### src/sv/plti_pkg.sv
// Shared types and constants for the piecewise-linear table interpolator.
// No dependencies.
package plti_pkg;

  localparam int MAX_POINTS = 64;
  localparam int IDX_W      = $clog2(MAX_POINTS);
  localparam int CNT_W      = $clog2(MAX_POINTS + 1);
  localparam int DATA_W     = 48;
  localparam int DIFF_W     = DATA_W + 1;
  localparam int PROD_W     = 2 * DIFF_W;
  localparam int REM_W      = DIFF_W + 1;
  localparam int STEP_W     = $clog2(PROD_W + 1);

  typedef logic signed [DATA_W-1:0] data_t;
  typedef logic signed [DIFF_W-1:0] diff_t;
  typedef logic [DIFF_W-1:0]        mag_t;

  localparam logic REQ_LOAD  = 1'b0;
  localparam logic REQ_QUERY = 1'b1;

  typedef struct packed {
    logic start;
  } md_ctl_t;

  typedef struct packed {
    logic busy;
    logic done;
  } md_stat_t;

endpackage

### src/sv/plti_muldiv.sv
// Serial unsigned multiply then restoring divide: q = (a * b) / d.
// One bit per cycle for each phase. Depends on plti_pkg.
module plti_muldiv import plti_pkg::*; (
  input  logic     clk,
  input  logic     rst_n,
  input  md_ctl_t  ctl,
  input  mag_t     a,
  input  mag_t     b,
  input  mag_t     d,
  output md_stat_t stat,
  output mag_t     q
);

  typedef enum logic [1:0] {M_IDLE, M_MUL, M_DIV, M_DONE} mstate_t;

  mstate_t             state_r;
  logic [STEP_W-1:0]   step_r;
  logic [PROD_W-1:0]   prod_r;
  logic [REM_W-1:0]    rem_r;
  mag_t                a_r, b_r, d_r, q_r;
  logic [REM_W-1:0]    rem_sh;
  logic [PROD_W-1:0]   addend;

  assign rem_sh = {rem_r[REM_W-2:0], prod_r[PROD_W-1]};
  assign addend = b_r[step_r[$clog2(DIFF_W)-1:0]] ? {{DIFF_W{1'b0}}, a_r} : '0;

  always_ff @(posedge clk) begin
    if (!rst_n) begin
      state_r <= M_IDLE;
      step_r  <= '0;
    end else begin
      unique case (state_r)
        M_IDLE: begin
          if (ctl.start) begin
            a_r     <= a;
            b_r     <= b;
            d_r     <= d;
            prod_r  <= '0;
            step_r  <= STEP_W'(DIFF_W - 1);
            state_r <= M_MUL;
          end
        end
        M_MUL: begin
          // Most significant multiplier bit first.
          prod_r <= {prod_r[PROD_W-2:0], 1'b0} + addend;
          if (step_r == '0) begin
            step_r  <= STEP_W'(PROD_W - 1);
            rem_r   <= '0;
            q_r     <= '0;
            state_r <= M_DIV;
          end else begin
            step_r <= step_r - 1'b1;
          end
        end
        M_DIV: begin
          prod_r <= {prod_r[PROD_W-2:0], 1'b0};
          if (rem_sh >= {1'b0, d_r}) begin
            rem_r <= rem_sh - {1'b0, d_r};
            q_r   <= {q_r[DIFF_W-2:0], 1'b1};
          end else begin
            rem_r <= rem_sh;
            q_r   <= {q_r[DIFF_W-2:0], 1'b0};
          end
          if (step_r == '0) state_r <= M_DONE;
          else step_r <= step_r - 1'b1;
        end
        M_DONE: state_r <= M_IDLE;
        default: state_r <= M_IDLE;
      endcase
    end
  end

  assign stat.busy = (state_r != M_IDLE);
  assign stat.done = (state_r == M_DONE);
  assign q = q_r;

endmodule

### config.mk
export PLATFORM = sky130hd
export DESIGN_NAME = plti_muldiv
export DESIGN_NICKNAME = d
export VERILOG_FILES = /design/src/sv/plti_pkg.sv /design/src/sv/plti_muldiv.sv
export SDC_FILE = /design/constraint.sdc
export NUM_CORES = 1
export LEC_CHECK = 0
export ABC_AREA = 1
export ABC_CLOCK_PERIOD_IN_PS = 15000
export BUFFER_PORTS_ARGS = -buffer_cell sky130_fd_sc_hd__buf_2
export CAP_MARGIN = 20
export CORE_MARGIN = 2
export CORE_UTILIZATION = 50
export CTS_CLUSTER_SIZE = 14
export DETAILED_ROUTE_END_ITERATION = 8
export GPL_ROUTABILITY_DRIVEN = 1
export MAX_ROUTING_LAYER = met4
export PLACE_DENSITY = 0.7
export SLEW_MARGIN = 10
export SYNTH_ARGS = -nofsm -noshare
export SYNTH_HDL_FRONTEND = slang
export SYNTH_SLANG_ARGS = --single-unit
### constraint.sdc
create_clock -name clk -period 15 [get_ports clk]
set_input_delay 1.5 -clock clk [delete_from_list [all_inputs] [get_ports clk]]
set_output_delay 1.5 -clock clk [all_outputs]
set_load 0.02 [all_outputs]
==> flow_summary_export.csv <==
group,metric,value,unit
run_status,status,"finished clean",
placement,numPortBuffers,200,
sta,skew,26.9,ps
sta,setup_tns,0,ps
placement,hpwl,52.4,mm
clock_network,ctsResizeCount,0,
sta,clock.fmax,199,MHz
synthesis,synth_top_family_by_area,"simple AND/OR/NAND/NOR gates",
job,maxCapViolCount,0,
critical_path,end_kind,"flip-flop",
synthesis,syn_nets,3648,
die,rows,80,
synthesis,avgSynthCellArea,7.15,µm²
clock_network,cts_sinks,352,
critical_path,slowest_delay,800,ps
sta,grt_setup_unrepaired,"no",
die,initial_core_util,0.507,
sta,tightest_slew,983,ps
synthesis,synth-simple-area-share,0.318,
sta,fin_ws,9970,ps
synthesis,synth_edf_count,343,
synthesis,synth-seq-area-share,0.432,
cells_and_area,area_growth,12.0,%
critical_path,arrival,5340,ps
sta,slew_headroom,0.344,
detailed_routing,antenna_left,0,
clock_network,clk_pin_slew,60,ps
global_route,antenna_found_initial,3,
global_route,grt_pass1_vias,20900,
synthesis,synth_seq_cells,352,
worst_hold_path,holdCritPathClass,"reg2reg",
clock_network,cts_made_buffers,41,
pwr,leakage,12.9,nW
global_route,grt_max_degree,74,
die,die_h,224,µm
sta,finalCritPeriodShare,0.335,
clock_network,cts_max_path_buffers,3,
synthesis,yosysTopAreaCellShare,0.424,
global_route,grt_usage,0.278,
pwr,vdd_drop_max,115,µV
detailed_routing,vias,22100,
critical_path,worstReg2RegStart,"step_r[0]",
clock_network,htree_levels,2,
placement,place_congestion,1.00,
critical_path,cp-start-kind,"flip-flop",
die,core,0.0478,mm²
detailed_routing,drc,0,
synthesis,synth_xor_area_frac,0.00902,
global_route,grt_pass1_wl,108,mm
detailed_routing,wl_per_cell,16.1,µm
sta,setup_viol,0,
synthesis,synth_area_leader_cell,"edfxtp_1",
detailed_routing,drt-total-wl,68.1,mm
synthesis,syn_area,0.0243,mm²
clock_network,cts_setup_buffers,0,
critical_path,cp_cell_sequence,"inv_2, o21ai_0, o21ai_0, o211ai_1, nand3_1, nand3_1, o21ai_1, inv_1, buf_4, nor2_1, ha_1, nand2_1, nor2_1, nand3_1, nand3b_1, nand2_1, nand2_1, nand2_1, nand3_1, nand3_1, nand2_1, o21ai_0",
worst_hold_path,min_from,"step_r[6]",
detailed_routing,viasPerCell,5.22,
clock_network,cts_root_buf,"clkbuf_16",
synthesis,synthAdderAreaFrac,0.0542,
synthesis,synth_mux_area_frac,0,
sta,hold_viol,0,
cells_and_area,layout.nets,3844,
sta,whs,471,ps
sta,period_minus_slack,5030,ps
synthesis,async_reset_ff_frac,0,
critical_path,cp_max_fo,49,
clock_network,tritoncts,"built",
placement,dp_slack,10040,ps
synthesis,yosysWarnings,0,
synthesis,synthTopCellsByArea,"edfxtp_1 42%, nand2_1 18%, inv_1 8.9%, nor2_1 6.6%, ha_1 5.3%",
global_route,grt-ovfl-total,0,
synthesis,synth_compound_area_frac,0.0857,
critical_path,worst_ep_required_time,15310,ps
critical_path,crit_slowest_cell,"dfxtp_1",
clock_network,cts_hold_buf,0,
critical_path,worstSetupPathType,"reg2reg",
die,die_area,0.0503,mm²
synthesis,synth_cell_type_count,49,
synthesis,synth_cells,3394,
synthesis,synth_flop_cell,"edfxtp_1",
die,ioPinCount,201,
clock_network,clk_latency,580,ps
cells_and_area,layout-drive-gt1-share,0.0853,
die,die-width,224,µm
pwr,p_per_area,185,mW/mm²
critical_path,critPathLaunch,"step_r[0]",
sta,slew_violations,0,
detailed_routing,first_pass_iters,6,
detailed_routing,drtIter0Drc,1924,
[metrics by stage]
step	instances	power (mW)	utilization	area, µm²
floorplan	3394	3.37	-	24300
global placement	4162	4.02	0.541	25900
detailed placement	4162	4.04	0.541	25900
CTS	4236	5.02	0.568	27200
global route	4239	5.44	0.568	27200
finish	4239	5.03	0.568	27200
[layout by cell type, fill, tap and decap left out, drive strengths merged, types with 45 or more instances in the layout]
cell type	instances
a21oi	176
buf	213
clkbuf	45
edfxtp	343
ha	102
inv	578
nand2	1170
nand3	148
nand4	62
nor2	431
o21ai	136
[logic make-up after synthesis]
group / count (synthesis)
AOI/OAI and AO/OA: 376
and+or+nand+nor: 1899
buffers and inverters: 638
xor gates and xnor gates: 25
adders and majority gates: 104
DFF: 352
[sequential cells by signal, summed over array words and instances, names as in the netlist]
register / cells
a_r: 49
b_r: 49
d_r: 49
prod_r: 98
q: 49
rem_r: 49
state_r: 2
step_r: 7
[report_power, final]
group	leakage [nW]	switching [mW]	internal, mW
Clock	0.607	0.422	0.541
Combinational	9.00	1.80	0.774
Sequential	3.33	0.135	1.35
[worst max-delay path: cells and delay by family, from the launching register on]
family | cells | cell delay, ps
AND/OR/NAND/NOR | 13 | 1920
adder cells (fa/ha/maj) | 1 | 400
flip-flops | 1 | 800
AO/OA/AOI/OAI | 5 | 620
buffers and inverters | 3 | 930
[cell type report]
| cell class | count | area (µm²) |
|---|---|---|
| antenna | 3 | 7.51 |
| tap | 615 | 769 |
| clock buffer | 45 | 1040 |
| clock inverter | 29 | 250 |
| timing repair buffer | 213 | 1100 |
| multi-input combinational | 2404 | 11400 |
| fill | 4617 | 20700 |
| sequential | 352 | 10500 |
| inverter | 578 | 2170 |
[metal layers]
layer	share of wire	vias to the layer above	wire [µm]	track usage
met2	0.44	661	30300	0.429
met5	0	-	0	-
li1	-	11300	-	-
met1	0.46	10100	31300	0.385
met4	0.030	0	2050	0.0882
met3	0.066	119	4530	0.0338
[Yosys cell counts (all sizes together), types with 17 or more instances]
cell / instances
edfxtp: 343
nor3: 40
nand2: 1170
clkbuf: 27
xnor2: 22
nand4: 62
ha: 102
nand3: 148
a21oi: 176
o21ai: 136
inv: 577
or2: 18
buf: 33
nor2: 431
nand3b: 17
[final timing paths]
| check | end | slack, ps | depth (start not counted) |
|---|---|---|---|
| worst max-delay path | prod_r[83] | 9970 | 22 |
| worst min register to register | step_r[6] | 470 | 2 |
| worst min-delay path | step_r[6] | 470 | 2 |
| worst max register to register | prod_r[83] | 9970 | 22 |
Power figures use the tool's default switching activity.
