<file path="src/sv/plti_pkg.sv">
// Shared types and constants for the piecewise-linear table interpolator.
// No dependencies.
package plti_pkg;

  localparam int MAX_POINTS = 64;
  localparam int IDX_W      = $clog2(MAX_POINTS);
  localparam int CNT_W      = $clog2(MAX_POINTS + 1);
  localparam int DATA_W     = 48;
  localparam int DIFF_W     = DATA_W + 1;
  localparam int PROD_W     = 2 * DIFF_W;
  localparam int REM_W      = DIFF_W + 1;
  localparam int STEP_W     = $clog2(PROD_W + 1);

  typedef logic signed [DATA_W-1:0] data_t;
  typedef logic signed [DIFF_W-1:0] diff_t;
  typedef logic [DIFF_W-1:0]        mag_t;

  localparam logic REQ_LOAD  = 1'b0;
  localparam logic REQ_QUERY = 1'b1;

  typedef struct packed {
    logic start;
  } md_ctl_t;

  typedef struct packed {
    logic busy;
    logic done;
  } md_stat_t;

endpackage

</file>
<file path="src/sv/plti_cell.sv">
// One breakpoint cell of the table ring: holds an (x, y) pair.
// Depends on plti_pkg.
module plti_cell import plti_pkg::*; (
  input  logic  clk,
  input  logic  shift_en,
  input  data_t sh_x,
  input  data_t sh_y,
  input  logic  wr_en,
  input  data_t wr_x,
  input  data_t wr_y,
  output data_t x,
  output data_t y
);

  data_t x_r, y_r;

  always_ff @(posedge clk) begin
    if (shift_en) begin
      x_r <= sh_x;
      y_r <= sh_y;
    end else if (wr_en) begin
      x_r <= wr_x;
      y_r <= wr_y;
    end
  end

  assign x = x_r;
  assign y = y_r;

endmodule

</file>
<file path="config.mk">
export PLATFORM = sky130hd
export DESIGN_NAME = plti_cell
export DESIGN_NICKNAME = d
export VERILOG_FILES = /design/src/sv/plti_pkg.sv /design/src/sv/plti_cell.sv
export SDC_FILE = /design/constraint.sdc
export NUM_CORES = 1
export LEC_CHECK = 0
export BUFFER_PORTS_ARGS = -buffer_cell sky130_fd_sc_hd__buf_2
export CORE_AREA = 3 3 113 115
export CTS_CLUSTER_SIZE = 16
export DETAILED_ROUTE_END_ITERATION = 12
export DIE_AREA = 0 0 116 118
export PLACE_DENSITY = 0.69
export REMOVE_ABC_BUFFERS = 1
export SLEW_MARGIN = 20
export SYNTH_ARGS = -nofsm -noshare
export SYNTH_HDL_FRONTEND = slang
export SYNTH_SLANG_ARGS = --single-unit
</file>
<file path="constraint.sdc">
create_clock -name clk -period 10.33 [get_ports clk]
set_input_delay 2.5825 -clock clk [delete_from_list [all_inputs] [get_ports clk]]
set_output_delay 2.5825 -clock clk [all_outputs]
set_load 0.005 [all_outputs]
</file>
==> results by group, run 1 <==
Final layout
  • Post-Layout Inst Area: 5983 um^2
  • Syn-to-layout area delta: 43.65%
  • Layout cells sized above 1: 0.7996
  • Core Util, Final: 0.5023
  • Filler instances: 1073
  • Number of diodes: 0
  • Final Net Count: 691

Pwr
  • Power Dens Cells: 153.7 nW/um^2
  • Pint: 722.5 uW
  • Flop pwr share: 0.531
  • NetSw: 197.0 uW
  • Maximum vdd drop: 79.65 uV
  • Leak: 0.002755 uW
  • Sw Share: 0.2143
  • Clock share of power: 0.315
  • Comb pwr share: 0.154

Global routing
  • Largest net degree at the start of global routing: 97
  • GRT Resource Usage Total: 0.1475
  • Vias in the first global route: 3189
  • First-pass GRT wire length: 15.46 mm
  • Total grt overflow: 0
  • Initial antenna violation count: 0

CTS
  • Clock sink count: 96
  • Post-CTS resize count: 0
  • Number of H-tree levels: 3
  • CTS tree: yes
  • Clock transition at path regs: 0.06 ns
  • Hold buffers post-CTS: 0
  • Postcts setup bufs: 0
  • Num CTS Buffers: 9
  • Clock root cell: clkbuf_16
  • Max Buffers Root-to-Sink: 2

Floorplan
  • Die area: 13690 um^2
  • Core Box Area: 11910 um^2
  • DIE HEIGHT: 118 um
  • IO Pins: 291
  • Initial Utilization: 0.3497
  • Die W: 116 um
  • FP Rows: 40

Route
  • Residual DRC: 0
  • Vias: 2988
  • Routed WL: 10.54 mm
  • DRT iter0 DRCs: 87
  • Vias per inst: 4.625
  • Drt first pass iters: 4
  • Detail Route Antenna Nets: 0
  • Routed wire per std cell: 16.31 um

Outcome
  • Outcome: finished clean

Logic synthesis
  • Synth Register Bits: 96
  • Area contributors post-synth: edfxtp_1, mux2_2, mux2_4
  • Yosys warns: 0
  • Avg Cell Area, Syn: 20.42 um^2
  • Sequential area share after synthesis: 0.6921
  • Synth cell types: 6
  • Mapped Cells: 204
  • Post-synth top area share: 0.6921
  • Synth area leader: edfxtp_1
  • Synth Cell Area: 4165 um^2

Timing
  • Hold Violations, Final: 0
  • Peak Freq: 238.7 MHz
  • Slew Limit Fails: 0
  • RSZ-0062 raised after global routing: false
  • Rel. slew slack: 0.4014
  • Fin crit share: 0.4056
  • Worst hold slack: 2.545 ns
  • Crit path time final: 4.190 ns
  • Worst-Margin Slew: 0.8979 ns
  • Setup TNS: 0 ns
  • Setup violations, final: 0

Worst setup path
  • Worst EP required: 10.42 ns
  • Critical path type: in2reg
  • Worst EP arrival: 4.27 ns
  • Crit path launch: shift_en
  • Crit end category: flop
  • Worst-path maximum fanout: 51
  • Startpoint Class: input pin

Place
  • Final RePlAce weighted congestion: 0.7530
  • Cell Area, Placed: 5734 um^2
  • Port bufs: 290

Job
  • Max-Cap Viols: 0

Hold path
  • Hold Startpoint: sh_x[21]
  • Hold crit path type: in2reg
[worst max-delay path: stages]
cell and delay (ns):
buf_4 0.50, buf_4 0.69, mux2_2 0.42
[cells by family after synthesis]
group / after synthesis / share of synthesized area
and+or+nand+nor: 1 / 0.001503
DFF: 96 / 0.6921
muxes: 96 / 0.2857
buffers and inverters: 11 / 0.02073
[cell type report]
cell class	instances	area [um^2]	area share
tap	147	183.9	0.03074
clock inverter	2	8.758	0.001464
timing repair buffer	292	1473	0.2461
sequential	96	2883	0.4818
multi-input combinational	97	1199	0.2003
clock buffer	12	236.5	0.03952
[power groups by stage]
stage | combinational [uW] | sequential (uW) | clock [uW]
after floorplan | 41.5 | 505 | 0
after global placement | 141 | 496 | 0
after detailed placement | 144 | 497 | 0
after CTS | 145 | 489 | 300
after global routing | 155 | 492 | 314
final | 142 | 488 | 290
[layout by cell type, fill, tap and decap left out]
master,instances
or2_4,1
clkinv_2,1
mux2_4,29
clkbuf_1,3
edfxtp_1,96
clkbuf_16,9
buf_4,2
buf_6,1
buf_2,289
clkinv_1,1
mux2_2,67
[layer usage]
layer | wire, um | track usage
met5 | 0 | 0
met4 | 261 | 0.06526
met3 | 1073 | 0.05296
met2 | 5526 | 0.2629
met1 | 3676 | 0.1520
[sequential cells by signal, summed over array words and instances, names as in the netlist]
register,count
x,48
y,48
[Yosys cell counts]
master    number
mux2_2        67
edfxtp_1      96
mux2_4        29
buf_6          5
or2_1          1
buf_2          6
[per-stage QoR]
stage	setup slack [ns]	power [uW]	std cells
floorplan	5.169	546.6	193
global placement	5.663	636.8	632
detailed placement	5.577	641.2	632
CTS	5.943	933.8	646
global route	6.065	961.0	646
finish	6.140	919.6	646
[final timing paths]
check	end	slack, ns	cells past startpoint
worst min-delay path	x[21]$_DFFE_PP_	2.55	2
worst max-delay path	y[33]$_DFFE_PP_	6.14	3
Power figures use the tool's default switching activity.
==> run 2, diff against run 1 <==
Settings changed: CORE_AREA 3 3 113 115 to unset, CORE_MARGIN set to 3, CORE_UTILIZATION set to 37, DIE_AREA 0 0 116 118 to unset, PLACE_DENSITY 0.69 to 0.76.
Clock period 10.33 ns to 3.8 ns, I/O delays scaled along.
==> results by group, run 2 (synthesis gave the netlist of run 1 again) <==
Outcome
  • Outcome: finished clean (unchanged)

Timing
  • RSZ-0062 raised after global routing: false (unchanged)
  • Peak Freq: 496.7 MHz
  • Rel. slew slack: 0.5203 (was 0.4014)
  • Worst hold slack: 0.9148 ns (was 2.545 ns)
  • Fin crit share: 0.5298
  • Slew Limit Fails: 0 (unchanged)
  • Setup TNS: 0 ns (unchanged)
  • Setup violations, final: 0 (unchanged)
  • Hold Violations, Final: 0 (unchanged)
  • Crit path time final: 2.013 ns
  • Worst-Margin Slew: 0.7195 ns (was 0.8979 ns)

Global routing
  • Vias in the first global route: 3155 (was 3189)
  • First-pass GRT wire length: 15.83 mm (was 15.46 mm)
  • Initial antenna violation count: 0 (unchanged)
  • Total grt overflow: 0 (unchanged)
  • GRT Resource Usage Total: 0.1622 (was 0.1475)
  • Largest net degree at the start of global routing: 55 (was 97)

Floorplan
  • IO Pins: 291 (unchanged)
  • Die area: 12570 um^2 (was 13690 um^2)
  • Die W: 112.1 um (was 116 um)
  • FP Rows: 38 (was 40)
  • Core Box Area: 10940 um^2 (was 11910 um^2)
  • Initial Utilization: 0.3809 (was 0.3497)
  • DIE HEIGHT: 112.1 um (was 118 um)

Pwr
  • Flop pwr share: 0.529 (was 0.531)
  • Sw Share: 0.2151 (was 0.2143)
  • NetSw: 540.4 uW (was 197.0 uW)
  • Comb pwr share: 0.155 (was 0.154)
  • Power Dens Cells: 418.4 nW/um^2 (was 153.7 nW/um^2)
  • Clock share of power: 0.317 (was 0.315)
  • Leak: 0.002768 uW (was 0.002755 uW)
  • Pint: 1972 uW (was 722.5 uW)
  • Maximum vdd drop: 254.7 uV (was 79.65 uV)

CTS
  • Clock sink count: 96 (unchanged)
  • Clock root cell: clkbuf_16 (unchanged)
  • Hold buffers post-CTS: 0 (unchanged)
  • Post-CTS resize count: 0 (unchanged)
  • Num CTS Buffers: 9 (unchanged)
  • Max Buffers Root-to-Sink: 2 (unchanged)
  • CTS tree: yes (unchanged)
  • Clock transition at path regs: 0.07 ns (was 0.06 ns)
  • Postcts setup bufs: 0 (unchanged)
  • Number of H-tree levels: 3 (unchanged)

Worst setup path
  • CP delay by family, top: simple AND/OR/NAND/NOR gates (was buffers and inverters)
  • Crit end category: flop (unchanged)
  • Worst-path maximum fanout: 50 (was 51)
  • Critical path type: in2reg (unchanged)
  • Cells along the critical path: buf_4 -> or2_4 -> buf_12 (was buf_4 -> buf_4 -> mux2_2)
  • Worst path depth: 3 (unchanged)
  • Worst EP required: 3.80 ns (was 10.42 ns)
  • Worst path max stage delay: 0.53 ns (was 0.69 ns)
  • Crit path capture: x[17]$_DFFE_PP_ (was y[33]$_DFFE_PP_)
  • Worst path bufs/invs: 2 (unchanged)
  • Worst path slowest cell: or2_4 (was buf_4)
  • Crit path launch: shift_en (unchanged)
  • Worst EP arrival: 2.02 ns (was 4.27 ns)
  • Startpoint Class: input pin (unchanged)

Final layout
  • Most common cell after layout, fill and taps aside: buf_2 (unchanged)
  • Core Util, Final: 0.5490 (was 0.5023)
  • Final Net Count: 692 (was 691)
  • Fin cells: 642 (was 646)
  • Layout cells sized above 1: 0.8008 (was 0.7996)
  • Most frequent cells in the layout: buf_2, edfxtp_1, mux2_2 (unchanged)
  • Syn-to-layout area delta: 44.13% (was 43.65%)
  • Number of diodes: 0 (unchanged)

Route
  • Residual DRC: 0 (unchanged)
  • Vias: 2986 (was 2988)
  • Drt first pass iters: 4 (unchanged)
  • Vias per inst: 4.651 (was 4.625)
  • Detail Route Antenna Nets: 0 (unchanged)
  • Routed wire per std cell: 16.57 um (was 16.31 um)
  • Routed WL: 10.64 mm (was 10.54 mm)
  • DRT iter0 DRCs: 63 (was 87)

Hold path
  • Hold crit path type: in2reg (unchanged)
  • WHS Path Cells: 2 (unchanged)

Place
  • Final RePlAce weighted congestion: 0.8031 (was 0.7530)
  • Port bufs: 290 (unchanged)
  • Hpwl dp: 8.370 mm
  • DP Cell Count: 626 (was 632)

Job
  • Max-Cap Viols: 0 (unchanged)
-- run 2: cell count changes in the layout (fill, tap and decap cells not counted), sizes merged --
| cell | before | now |
|---|---|---|
| clkinv | 2 | 3 |
| buf | 292 | 293 |
| clkinvlp | 0 | 1 |
-- run 2: metrics by stage --
step | instance area, um^2 | worst slack, ns | power [uW]
floorplan | 4079 | 0.2720 | 1486
global placement | 5746 | 1.469 | 1733
detailed placement | 5746 | 1.437 | 1746
CTS | 6003 | 1.790 | 2544
global route | 6003 | 1.714 | 2627
finish | 6003 | 1.787 | 2512
-- run 2: worst min-delay path by stage --
stage,startpoint,slack [ns],endpoint
3_3_place_gp,sh_x[31],1.25,x[31]$_DFFE_PP_
6_report,sh_x[20],0.91,x[20]$_DFFE_PP_
4_1_cts,sh_x[14],0.90,x[14]$_DFFE_PP_
5_1_grt,sh_x[40],0.91,x[40]$_DFFE_PP_
2_1_floorplan,sh_x[16],1.17,x[16]$_DFFE_PP_
3_5_place_dp,sh_x[40],1.25,x[40]$_DFFE_PP_
-- run 2: power by group through the flow --
| stage | Clock, uW | Combinational (uW) | Sequential [uW] |
|---|---|---|---|
| final | 795 | 389 | 1330 |
| after global routing | 864 | 423 | 1340 |
| after CTS | 818 | 396 | 1330 |
| after detailed placement | 0 | 395 | 1350 |
| after global placement | 0 | 386 | 1350 |
| after floorplan | 0 | 113 | 1370 |
-- run 2: final cells by class --
class / count / area, um^2
Timing Repair Buffer: 293 / 1489
Fill cell: 910 / 4932
Tap cell: 140 / 175.2
Multi-Input combinational cell: 97 / 1199
Sequential cell: 96 / 2883
Clock inverter: 4 / 21.27
Clock buffer: 12 / 236.5
-- run 2: metal layers --
metal,global-route usage,wire (um)
met5,0,0
met4,0.05128,172
met3,0.07062,1137
met2,0.2908,5569
met1,0.1712,3760
==> run 3, diff against run 2 <==
Clock period 3.8 ns to 1.8 ns, I/O delays scaled along.
==> results by group, run 3 (synthesis gave the netlist of run 1 again) <==
Outcome
  • Outcome: finished clean (unchanged)

Hold path
  • Hold Crit Endpoint: y[2]$_DFFE_PP_ (was x[20]$_DFFE_PP_)
  • Hold crit path type: in2reg (unchanged)
  • WHS Path Cells: 2 (unchanged)
  • Hold Startpoint: wr_y[2] (was sh_x[20])

Worst setup path
  • Worst EP arrival: 0.88 ns (was 2.02 ns)
  • Worst path slowest cell: edfxtp_1 (was or2_4)
  • Worst EP required: 1.35 ns (was 3.80 ns)
  • Cells along the critical path: buf_2 (was buf_4 -> or2_4 -> buf_12)
  • Startpoint Class: flop (was input pin)
  • Worst path max stage delay: 0.39 ns (was 0.53 ns)
  • CP delay by family, top: flip-flops (was simple AND/OR/NAND/NOR gates)
  • Crit end category: primary output (was flop)
  • Worst-path maximum fanout: 1 (was 50)
  • Critical path type: reg2out (was in2reg)
  • Worst path bufs/invs: 1 (was 2)

Floorplan
  • Die W: 112.1 um (unchanged)
  • IO Pins: 291 (unchanged)
  • Initial Utilization: 0.3809 (unchanged)
  • FP Rows: 38 (unchanged)
  • DIE HEIGHT: 112.1 um (unchanged)
  • Die area: 12570 um^2 (unchanged)
  • Core Box Area: 10940 um^2 (unchanged)

Global routing
  • First-pass GRT wire length: 16.30 mm (was 15.83 mm)
  • GRT Resource Usage Total: 0.1672 (was 0.1622)
  • Initial antenna violation count: 0 (unchanged)
  • Largest net degree at the start of global routing: 58 (was 55)
  • Vias in the first global route: 3268 (was 3155)
  • Total grt overflow: 0 (unchanged)

Final layout
  • Fin cells: 646 (was 642)
  • Layout cells sized above 1: 0.8063 (was 0.8008)
  • Final Net Count: 696 (was 692)
  • Core Util, Final: 0.5622 (was 0.5490)
  • Most common cell after layout, fill and taps aside: buf_2 (unchanged)
  • Filler instances: 876 (was 910)
  • Syn-to-layout area delta: 47.61% (was 44.13%)
  • Most frequent cells in the layout: buf_2, edfxtp_1, mux2_2 (unchanged)
  • Number of diodes: 0 (unchanged)

CTS
  • Max Buffers Root-to-Sink: 2 (unchanged)
  • Postcts setup bufs: 0 (unchanged)
  • Clock transition at path regs: 0.06 ns (was 0.07 ns)
  • Clock sink count: 96 (unchanged)
  • Number of H-tree levels: 3 (unchanged)
  • Clock root cell: clkbuf_16 (unchanged)
  • Num CTS Buffers: 9 (unchanged)
  • Hold buffers post-CTS: 0 (unchanged)
  • Post-CTS resize count: 0 (unchanged)
  • CTS tree: yes (unchanged)

Timing
  • Hold Violations, Final: 0 (unchanged)
  • Worst hold slack: 0.4107 ns (was 0.9148 ns)
  • Setup violations, final: 0 (unchanged)
  • Slew Limit Fails: 0 (unchanged)
  • Crit path time final: 1.325 ns
  • Peak Freq: 754.5 MHz
  • RSZ-0062 raised after global routing: false (unchanged)
  • Worst-Margin Slew: 0.3089 ns (was 0.7195 ns)
  • Fin crit share: 0.7363
  • Rel. slew slack: 0.7940 (was 0.5203)

Pwr
  • Maximum vdd drop: 392.1 uV (was 254.7 uV)
  • Total power draw: 5768 uW (was 2512 uW)
  • Leak: 0.002838 uW (was 0.002768 uW)
  • Power Dens Cells: 938.1 nW/um^2 (was 418.4 nW/um^2)

Route
  • Drt first pass iters: 4 (unchanged)
  • Routed wire per std cell: 16.45 um (was 16.57 um)
  • Residual DRC: 0 (unchanged)
  • DRT iter0 DRCs: 102 (was 63)
  • Vias per inst: 4.576 (was 4.651)
  • Vias: 2956 (was 2986)
  • Detail Route Antenna Nets: 0 (unchanged)
  • Routed WL: 10.63 mm (was 10.64 mm)

Place
  • Final RePlAce weighted congestion: 0.8314 (was 0.8031)
  • Port bufs: 290 (unchanged)
  • DP Cell Count: 630 (was 626)
  • Hpwl dp: 8.392 mm (was 8.370 mm)

Job
  • Max-Cap Viols: 0 (unchanged)
-- run 3: changes by cell type in the layout (fill, tap and decap cells not counted) --
cell	delta
buf_12	+3
bufinv_16	+3
clkbuf_1	-3
buf_4	+1
clkinv_1	+1
clkinv_2	-1
-- run 3: metal layers --
metal / vias to the layer above / track usage / share of wire / wire length, um
met1: 1379 / 0.1784 / 0.35 / 3731
li1: 1394 / - / - / -
met5: - / 0 / 0 / 0
met3: 10 / 0.06415 / 0.10 / 1086
met4: 0 / 0.05529 / 0.0097 / 103
met2: 173 / 0.3027 / 0.54 / 5707
-- run 3: worst max-delay path by stage --
stage / start / cells after the start / endpoint / slack, ns
final: y[24]$_DFFE_PP_ / 1 / y[24] / 0.47
after global routing: y[28]$_DFFE_PP_ / 1 / y[28] / 0.42
after CTS: y[28]$_DFFE_PP_ / 1 / y[28] / 0.44
after detailed placement: shift_en / 3 / y[34]$_DFFE_PP_ / 0.16
after global placement: shift_en / 3 / y[42]$_DFFE_PP_ / 0.20
after floorplan: wr_en / 1 / x[0]$_DFFE_PP_ / -1.23
-- run 3: final cells by class --
cell class,instances,area (um^2),share of cell area
clock buffers,9,225.2,0.03663
well taps,140,175.2,0.02849
clock inverters,7,110.1,0.01791
multi-input cells,97,1199,0.1950
flip-flops and latches,96,2883,0.4689
repair buffers,297,1556,0.2532
-- run 3: through the flow --
step | setup slack, ns | setup TNS, ns | instance area, um^2
finish | 0.4746 | 0 | 6148
global route | 0.4235 | 0 | 6148
CTS | 0.4362 | 0 | 6148
detailed placement | 0.1636 | 0 | 5813
global placement | 0.1958 | 0 | 5813
floorplan | -1.228 | -117.89 | 4079
-- run 3: power by group --
part	internal [uW]	leakage, uW	switching (uW)	total, uW
sequential	2740	0.000978	58.7	2800
clock	1350	0.000161	787	2130
combinational	502	0.00170	330	832
total	4590	0.00284	1180	5770
